<file path="src/rtl/core/iplpm_pkg.sv">
`timescale 1ns / 1ps
package iplpm_pkg;

   localparam int Capacity = 256;
   localparam int SlotBits = (Capacity > 1) ? $clog2(Capacity) : 1;
   localparam int AddrBits = 32;
   localparam int LenBits = 6;
   localparam int StampBits = 32;
   localparam logic [LenBits-1:0] MinLen = LenBits'(8);
   localparam logic [LenBits-1:0] MaxLen = LenBits'(32);

   localparam logic [1:0] OP_SEARCH = 2'd0;
   localparam logic [1:0] OP_INSERT = 2'd1;
   localparam logic [1:0] OP_DELETE = 2'd2;

   localparam logic [2:0] ST_MATCHED = 3'd0;
   localparam logic [2:0] ST_DEFAULT = 3'd1;
   localparam logic [2:0] ST_INSERTED = 3'd2;
   localparam logic [2:0] ST_FULL = 3'd3;
   localparam logic [2:0] ST_BADLEN = 3'd4;
   localparam logic [2:0] ST_DELETED = 3'd5;
   localparam logic [2:0] ST_NOTFOUND = 3'd6;

   // Classified command handed from the front end to the scan engine.
   typedef struct packed {
      logic [1:0] op;
      logic [AddrBits-1:0] address;
      logic [LenBits-1:0] prefix_length;
   } cmd_type;

   // Finished result from the scan engine.
   typedef struct packed {
      logic [AddrBits-1:0] match_address;
      logic [LenBits-1:0] match_length;
      logic [2:0] status;
   } rsp_type;

   // Upper-bits mask for a prefix length.
   function automatic logic [AddrBits-1:0] prefix_mask(input logic [LenBits-1:0] len);
      logic [AddrBits-1:0] m;
      if (len >= LenBits'(AddrBits)) begin
         m = '1;
      end else begin
         m = ~({AddrBits{1'b1}} >> len);
      end
      return m;
   endfunction

endpackage

</file>
<file path="src/rtl/core/iplpm_front.sv">
`timescale 1ns / 1ps
module iplpm_front import iplpm_pkg::*; (
   input  logic clock,
   input  logic reset,
   input  logic req_push,
   output logic req_full,
   input  logic [1:0] req_op,
   input  logic [AddrBits-1:0] req_address,
   input  logic [LenBits-1:0] req_prefix_length,
   output logic cmd_valid,
   input  logic cmd_take,
   output cmd_type cmd
);

   // Two-entry command queue; unused op codes are folded into search here.
   cmd_type q_ff [2];
   logic [1:0] cnt_ff, cnt_in;
   logic rd_ff, wr_ff;
   logic push_ok;
   cmd_type c_in;

   assign req_full = (cnt_ff == 2'd2);
   assign push_ok = req_push && !req_full;
   assign cmd_valid = (cnt_ff != 2'd0);
   assign cmd = q_ff[rd_ff];

   always_comb begin
      c_in.op = (req_op == OP_INSERT || req_op == OP_DELETE) ? req_op : OP_SEARCH;
      c_in.address = req_address;
      c_in.prefix_length = req_prefix_length;
      cnt_in = cnt_ff + {1'b0, push_ok} - {1'b0, cmd_take};
   end

   always_ff @(posedge clock) begin
      if (reset) begin
         cnt_ff <= '0;
         rd_ff <= 1'b0;
         wr_ff <= 1'b0;
      end else begin
         cnt_ff <= cnt_in;
         if (push_ok) wr_ff <= !wr_ff;
         if (cmd_take) rd_ff <= !rd_ff;
      end
      if (push_ok) q_ff[wr_ff] <= c_in;
   end

endmodule

</file>
<file path="config.mk">
export PLATFORM = sky130hd
export DESIGN_NAME = iplpm_front
export DESIGN_NICKNAME = d
export VERILOG_FILES = /design/src/rtl/core/iplpm_pkg.sv /design/src/rtl/core/iplpm_front.sv
export SDC_FILE = /design/constraint.sdc
export NUM_CORES = 1
export LEC_CHECK = 0
export BUFFER_PORTS_ARGS = -buffer_cell sky130_fd_sc_hd__buf_2
export CELL_PAD_IN_SITES_DETAIL_PLACEMENT = 1
export CELL_PAD_IN_SITES_GLOBAL_PLACEMENT = 1
export CORE_ASPECT_RATIO = 0.9
export CORE_UTILIZATION = 46
export DETAILED_ROUTE_END_ITERATION = 7
export GPL_TIMING_DRIVEN = 0
export PLACE_DENSITY = 0.8
export SYNTH_ARGS = -nofsm -noshare
export SYNTH_HDL_FRONTEND = slang
export SYNTH_SLANG_ARGS = --single-unit
</file>
<file path="constraint.sdc">
create_clock -name clock -period 3.63 [get_ports clock]
set_input_delay 0.726 -clock clock [delete_from_list [all_inputs] [get_ports clock]]
set_output_delay 0.726 -clock clock [all_outputs]
set_load 0.05 [all_outputs]
</file>
Word level (Yosys, flattened, before mapping) --
Memory sizes are Yosys's and may differ from the RTL's. A register that Yosys moved wholly into a read port is not among the register bits. Index checks and enable logic that the tools add are counted.
Word-level totals: register bits after elaboration 4, bits in latches 0, RAM bits 80, ROM bits 0, output and inout port bits 42, logic and storage cells 20, memories 1
Memory list:
- q_ff | words 2, width 40, read ports 1, clocked after Yosys merged registers in 1, wr ports 1, RTL line iplpm_front.sv:16 | cmd_type q_ff [2];
Operators by class: add/subtract/negate cells 2, multipliers 0, div/mod/pow operators 0, order comparisons 0, eq/ne operators 3, shifts and indexed selects 0, mux-type cells 5, bitwise operators 0, reductions and logical operators 6
Operators by type and width (number):
- 2-bit equality test, second input constant | 2
- 1-bit two-way mux | 4
- 1-bit logical NOT | 3
- 2-bit by 1-bit adder with 2-bit output | 1
- 2-bit by 1-bit equality test with 1-bit output, second input constant | 1
- 2-bit two-way mux | 1
- 2-bit nonzero test | 1
- 2-bit by 1-bit subtractor with 2-bit output | 1
- 1-bit logical AND | 1
- 1-bit logical OR | 1

Logic depth before layout (Yosys ltp) --
Gate-level depths: netlist of run 1.
word-level depth 5, mapped depth 8, mapped depth without buffers 8

Worst setup path after synthesis of run 1 --
No wires, ideal clock.
path type input to register, start input port req_push, end memory q_ff[0][0] (netlist bit) (enable), setup time 0.394 ns, data arrival time 1.909 ns, path slack 1.326 ns, stages 3, cell sequence inv_1 -> or3_1 -> inv_1
On the way: cells in the longest elaborated chain, start to end 3
RTL lines:
- start, declared | RTL line iplpm_front.sv:5 | input logic req_push,
- 1-bit logical AND | RTL line iplpm_front.sv:23 | assign push_ok = req_push && !req_full;
- 1-bit two-way mux | RTL line iplpm_front.sv:44 | if (push_ok) q_ff[wr_ff] <= c_in;
- 1-bit two-way mux (implied by the code) | RTL line iplpm_front.sv:44
- end, declared | RTL line iplpm_front.sv:16
Every way passes these cells.

==> flow_metrics.py, run 1 <==
metrics = {
    "route": {
        "drt-wirelength-per-cell_um": 16.4,
        "drc": 0,
        "avgViaCountPerCell": 4.72,
        "drt-pass1-iter-count": 3,
        "wl_um": 5600,
        "detail-route-antenna-nets": 0,
        "vias": 1615,
        "drt_first_iter_violations": 70,
    },
    "clock_tree": {
        "cts_tree": "yes",
        "path_clk_slew_ns": 0.08,
        "clk_latency_ns": 0.33,
        "clock_sinks": 85,
        "cts_hold_buf": 0,
        "cts_root_buffer": "clkbuf_8",
        "cts-htree-levels": 3,
        "cts.repair.resized": 0,
        "postCtsSetupBuffers": 0,
        "cts-buffers-inserted": 9,
        "clock_tree.buffer_depth": 2,
    },
    "place": {
        "dpl_cell_area_mm2": 0.00365,
        "placedCellCount": 326,
        "port_buffers": 85,
        "dp_hpwl_um": 3850,
        "place_ws_ns": 1.28,
        "place_congestion": 0.671,
    },
    "floorplan": {
        "die_width_um": 88.7,
        "row_count": 28,
        "die_h_um": 80.0,
        "dieArea_mm2": 0.00710,
        "start_util_pct": 47.5,
        "core_area_mm2": 0.00655,
        "boundaryPins": 86,
    },
    "grt": {
        "grt_overflow": 0,
        "grt.total_usage_pct": 16.4,
        "antenna_found_initial": 0,
        "grt_pass1_vias": 1707,
        "grt_max_degree": 41,
        "grt_pass1_wl_um": 8170,
    },
    "timing": {
        "hold_viol": 0,
        "relSlewSlack_pct": 37.2,
        "finalSetupTns_ns": 0,
        "fmax_mhz": 432,
        "final-setup-viol-count": 0,
        "skew_ns": 0.00629,
        "grt_setup_unrepaired": "no",
        "maxSlewViolCount": 0,
        "min_period_ns": 2.32,
        "fin_crit_sh_pct": 63.8,
        "setup_ws_ns": 1.31,
        "tightest_slew_ns": 0.942,
    },
    "critical_path": {
        "reg2regPathDepth": 4,
        "cp.required_ns": 2.90,
        "path_class": "reg -> out",
        "worstPathArrival_ns": 1.59,
        "rrSetupSlack_ns": 1.67,
        "r2r-end": "q_ff[0][23]$_DFFE_PP_",
        "r2r-start": "cnt_ff[0]$_SDFF_PP0_",
        "cp_max_fo": 10,
        "crit_slowest_cell": "dfxtp_1",
        "worstSetupEndpointType": "output pin",
        "crit_top_cell": "buf_2",
        "path_cells": "buf_2, mux2_2, buf_2",
        "cp-start-kind": "register",
        "endpoint": "cmd[26]",
        "max_stage_delay_ns": 0.38,
    },
    "power": {
        "p_leak_uw": 0.00145,
        "irDropWorstVdd_mv": 0.349,
        "powerDensity_mw_per_mm2": 654,
        "power.total_uw": 2490,
    },
    "final_layout": {
        "n_fill_cell": 651,
        "fin_nets": 293,
        "syn_to_final_growth_pct": 22.4,
        "layout-drive-gt1-share_pct": 57.9,
        "design_area_mm2": 0.00381,
        "antennaDiodeCount": 0,
        "finalNonFillerCells": 342,
    },
    "run": {
        "cap_viol_max_count": 0,
    },
    "yosys": {
        "synth_most_common_cell": "edfxtp_1",
        "synth_fp_nets": 197,
        "ys_ff_latch": 85,
        "synthTopCellsByCount": "80 x edfxtp_1, 40 x mux2_2, 5 x dfxtp_1",
        "synth_ff_type": "edfxtp_1",
        "yosysWarnings": 0,
        "synthArstFlopShare_pct": 0,
        "ys_top_cells_by_area": "edfxtp_1 77%, mux2_2 14%, dfxtp_1 3.2%, ha_1 0.80%, buf_2 0.64%",
        "netlist_area_mm2": 0.00311,
        "yosys.area.top_type": "edfxtp_1",
        "synth.top_cell.area_share_pct": 77.2,
        "yosysSeqAreaShare_pct": 80.4,
        "synth_edf_count": 80,
        "syn_avg_cell_area_um2": 20.6,
        "synth_cells": 151,
        "ys_types": 18,
    },
    "status": {
        "status": "complete, no violations",
    },
    "min_path": {
        "min_path_type": "reg -> reg",
    },
}
[metal layers]
layer | routed length, um | vias to the layer above | GRT usage, % | part of all wire [%]
li1 | - | 771 | - | -
met1 | 2220 | 779 | 18.1 | 40
met2 | 2920 | 62 | 29.1 | 52
met3 | 429 | 3 | 5.79 | 7.7
met4 | 24 | 0 | 5.32 | 0.43
met5 | 0 | - | 0 | 0
[stage by stage]
| step | utilization [%] | hold WS [ns] |
|---|---|---|
| floorplan | - | 0.451 |
| global placement | 55.7 | 0.470 |
| detailed placement | 55.7 | 0.516 |
| CTS | 58.1 | 0.532 |
| global route | 58.1 | 0.541 |
| finish | 58.1 | 0.527 |
[placed cells by master (no fill, tap or decap)]
cell / n
a21oi_1: 1
and3_2: 1
buf_2: 89
clkbuf_1: 2
clkbuf_8: 9
clkinv_1: 2
clkinv_2: 1
clkinvlp_4: 2
dfxtp_1: 5
edfxtp_1: 80
ha_1: 2
inv_1: 2
inv_2: 2
mux2_2: 40
nand2_1: 1
nand2b_2: 1
nor2_1: 3
nor2b_1: 3
o21ai_0: 1
or2_2: 1
or3_1: 1
xnor2_1: 2
xor2_1: 1
[sequential cells by signal (all words and copies together) (netlist names), named ones only]
| name | cells |
|---|---|
| rd_ff | 1 |
| cnt_ff | 2 |
| q_ff | 80 |
| wr_ff | 1 |
[power breakdown]
group	internal, uW	total, uW	switching, uW
Sequential	1230	1270	36.4
Clock	243	544	301
Combinational	179	680	501
Total	1650	2490	838
[cell type report]
type	count	area (um2)	area share [%]
Buffer	4	20.0	0.526
Timing Repair Buffer	85	425	11.2
Clock buffer	11	131	3.45
Multi-Input combinational cell	58	574	15.1
Clock inverter	5	27.5	0.723
Tap cell	90	113	2.96
Sequential cell	85	2500	65.7
Inverter	4	15.0	0.394
[how the worst min path moves through the flow]
stage | from | endpoint | cells after the start
finish | wr_ff$_SDFFE_PP0P_ | wr_ff$_SDFFE_PP0P_ | 2
global route | wr_ff$_SDFFE_PP0P_ | wr_ff$_SDFFE_PP0P_ | 2
CTS | wr_ff$_SDFFE_PP0P_ | wr_ff$_SDFFE_PP0P_ | 2
detailed placement | rd_ff$_SDFFE_PP0P_ | register | 2
global placement | wr_ff$_SDFFE_PP0P_ | wr_ff$_SDFFE_PP0P_ | 2
floorplan | wr_ff$_SDFFE_PP0P_ | wr_ff$_SDFFE_PP0P_ | 2
[critical path, delay by kind of cell, from the launching register on]
family	cells	cell delay [ns]
buf+inv	2	0.50
flops	1	0.38
mux	1	0.38
[logic make-up (layout without fill, tap and decap cells)]
group / Yosys count / in the layout / share of synthesized area, %
simple gates: 11 / 11 / 2.01
fa+ha+maj: 2 / 2 / 0.804
compound gates: 2 / 2 / 0.321
mux: 40 / 40 / 14.5
flops: 85 / 85 / 80.4
xor+xnor: 3 / 3 / 0.845
buf+inv: 8 / 109 / 1.13
(Power assumes the default switching activity.)
==> inputs of run 2 (changes only) <==
- CORE_UTILIZATION: 46 -> 39
- PLACE_DENSITY: 0.8 -> 0.72
- clock period: 3.63 -> 2.1 ns (I/O delays scaled with it)
==> flow_metrics.py, run 2 (synthesis gave the netlist of run 1 again) <==
metrics = {
    "place": {
        "place_ws_ns": -0.0153,
        "dp_hpwl_um": 3720,
        "place_congestion": 0.646,
        "port_buffers": 85,
    },
    "critical_path": {
        "worstPathArrival_ns": 1.60,
        "path_cells": "buf_2, mux2_2, buf_2",
        "cp-start-kind": "register",
        "cp.required_ns": 1.68,
        "crit_slowest_cell": "dfxtp_1",
        "rrSetupSlack_ns": 0.34,
        "path_class": "reg -> out",
        "path_buf_inv": 2,
        "worstSetupEndpointType": "output pin",
        "crit_top_cell": "buf_2",
        "cp_max_fo": 10,
        "max_stage_delay_ns": 0.39,
        "critPathTopFamily": "buffers and inverters",
    },
    "final_layout": {
        "n_fill_cell": 765,
        "final_common_cell": "buf_2",
        "syn_to_final_growth_pct": 24.1,
        "largest_register_ffs": 80,
        "layout_common_cells": "88 x buf_2, 80 x edfxtp_1, 40 x mux2_2",
        "antennaDiodeCount": 0,
        "top_regs": "q_ff x80, cnt_ff x2",
        "largest_register": "q_ff",
        "fin_nets": 294,
        "layout-drive-gt1-share_pct": 58.9,
        "fin_util_pct": 50.7,
    },
    "floorplan": {
        "core_area_mm2": 0.00762,
        "start_util_pct": 40.8,
        "dieArea_mm2": 0.00834,
        "boundaryPins": 86,
        "die_h_um": 86.7,
        "die_width_um": 96.2,
        "row_count": 30,
    },
    "run": {
        "cap_viol_max_count": 0,
    },
    "timing": {
        "maxSlewViolCount": 0,
        "min_period_ns": 2.02,
        "fmax_mhz": 496,
        "grt_setup_unrepaired": "yes",
        "skew_ns": 0.0106,
        "relSlewSlack_pct": 32.9,
        "setup_ws_ns": 0.0826,
        "hold_viol": 0,
        "fin_crit_sh_pct": 96.1,
        "final-setup-viol-count": 0,
        "tightest_slew_ns": 1.01,
    },
    "route": {
        "drt-pass1-iter-count": 4,
        "detail-route-antenna-nets": 0,
        "wl_um": 5730,
        "drt-wirelength-per-cell_um": 16.4,
        "drt_first_iter_violations": 43,
        "vias": 1652,
        "drc": 0,
        "avgViaCountPerCell": 4.73,
    },
    "clock_tree": {
        "clock_sinks": 85,
        "cts-buffers-inserted": 9,
        "clock_tree.buffer_depth": 2,
        "cts-htree-levels": 3,
        "postCtsSetupBuffers": 0,
        "clk_latency_ns": 0.35,
        "path_clk_slew_ns": 0.08,
        "cts_root_buffer": "clkbuf_8",
        "cts_tree": "yes",
    },
    "power": {
        "irDropWorstVdd_mv": 0.647,
        "p_leak_uw": 0.00146,
        "powerDensity_mw_per_mm2": 1160,
    },
    "grt": {
        "grt.total_usage_pct": 15.0,
        "grt_pass1_vias": 1775,
        "grt_overflow": 0,
        "antenna_found_initial": 1,
        "grt_max_degree": 41,
        "grt_pass1_wl_um": 8850,
    },
    "status": {
        "status": "complete, no violations",
    },
    "min_path": {
        "min_path_type": "in -> reg",
    },
}
run 2: repair_timing:
action | 4_1_cts | 5_1_grt
gates resized for setup | 1 | 1
gates cloned | 1 | 0
setup endpoints to repair | 33 | 40
hold buffers | 0 | 0
run 2: cell type report:
type | instances | area (um2) | area share (%)
buffer | 4 | 22.5 | 0.583
clock buffer | 10 | 128 | 3.30
clock inverter | 6 | 63.8 | 1.65
inverter | 4 | 18.8 | 0.486
multi-input combinational | 58 | 574 | 14.9
sequential | 85 | 2500 | 64.8
tap | 96 | 120 | 3.11
timing repair buffer | 85 | 425 | 11.0
timing repair inverter | 1 | 7.51 | 0.194
run 2: report_power, final:
| part | internal, uW | total (uW) | leakage (uW) | switching (uW) |
|---|---|---|---|---|
| clock | 548 | 1110 | 0.0000939 | 562 |
| combinational | 314 | 1190 | 0.000581 | 880 |
| sequential | 2120 | 2180 | 0.000788 | 57.6 |
| total | 2980 | 4480 | 0.00146 | 1500 |
run 2: stage by stage:
stage | setup TNS, ns | power, uW | cells | hold WS [ns] | instance area, um2
2_1_floorplan | 0 | 3130 | 151 | 0.451 | 3120
3_3_place_gp | -0.204 | 3400 | 332 | 0.478 | 3660
3_5_place_dp | -0.542 | 3430 | 332 | 0.497 | 3660
4_1_cts | 0 | 4550 | 349 | 0.230 | 3860
5_1_grt | -0.959 | 4700 | 349 | 0.226 | 3860
6_report | 0 | 4480 | 349 | 0.253 | 3860
run 2: worst register-to-register path, stage by stage (launching register included):
cell and delay, ns:
dfxtp_1 0.35, nand2b_2 0.15, and3_2 0.87
run 2: worst paths after layout:
| path | start | depth (start not counted) | end |
|---|---|---|---|
| hold reg to reg | wr_ff$_SDFFE_PP0P_ | 2 | wr_ff$_SDFFE_PP0P_ |
| hold / removal | req_address[25] | 1 | q_ff[1][31]$_DFFE_PP_ |
| setup reg to reg | cnt_ff[0]$_SDFF_PP0_ | 2 | q_ff[1][4]$_DFFE_PP_ |
| setup / recovery | register | 3 | cmd[14] |
run 2: routing by layer:
layer  vias to the layer above  GRT usage (%)  share of wire (%)
li1                        775              -                  -
met1                       797           18.0                 41
met2                        70           23.2                 48
met3                         8           8.60                9.7
met4                         2           4.07                1.0
met5                         -              0               0.28
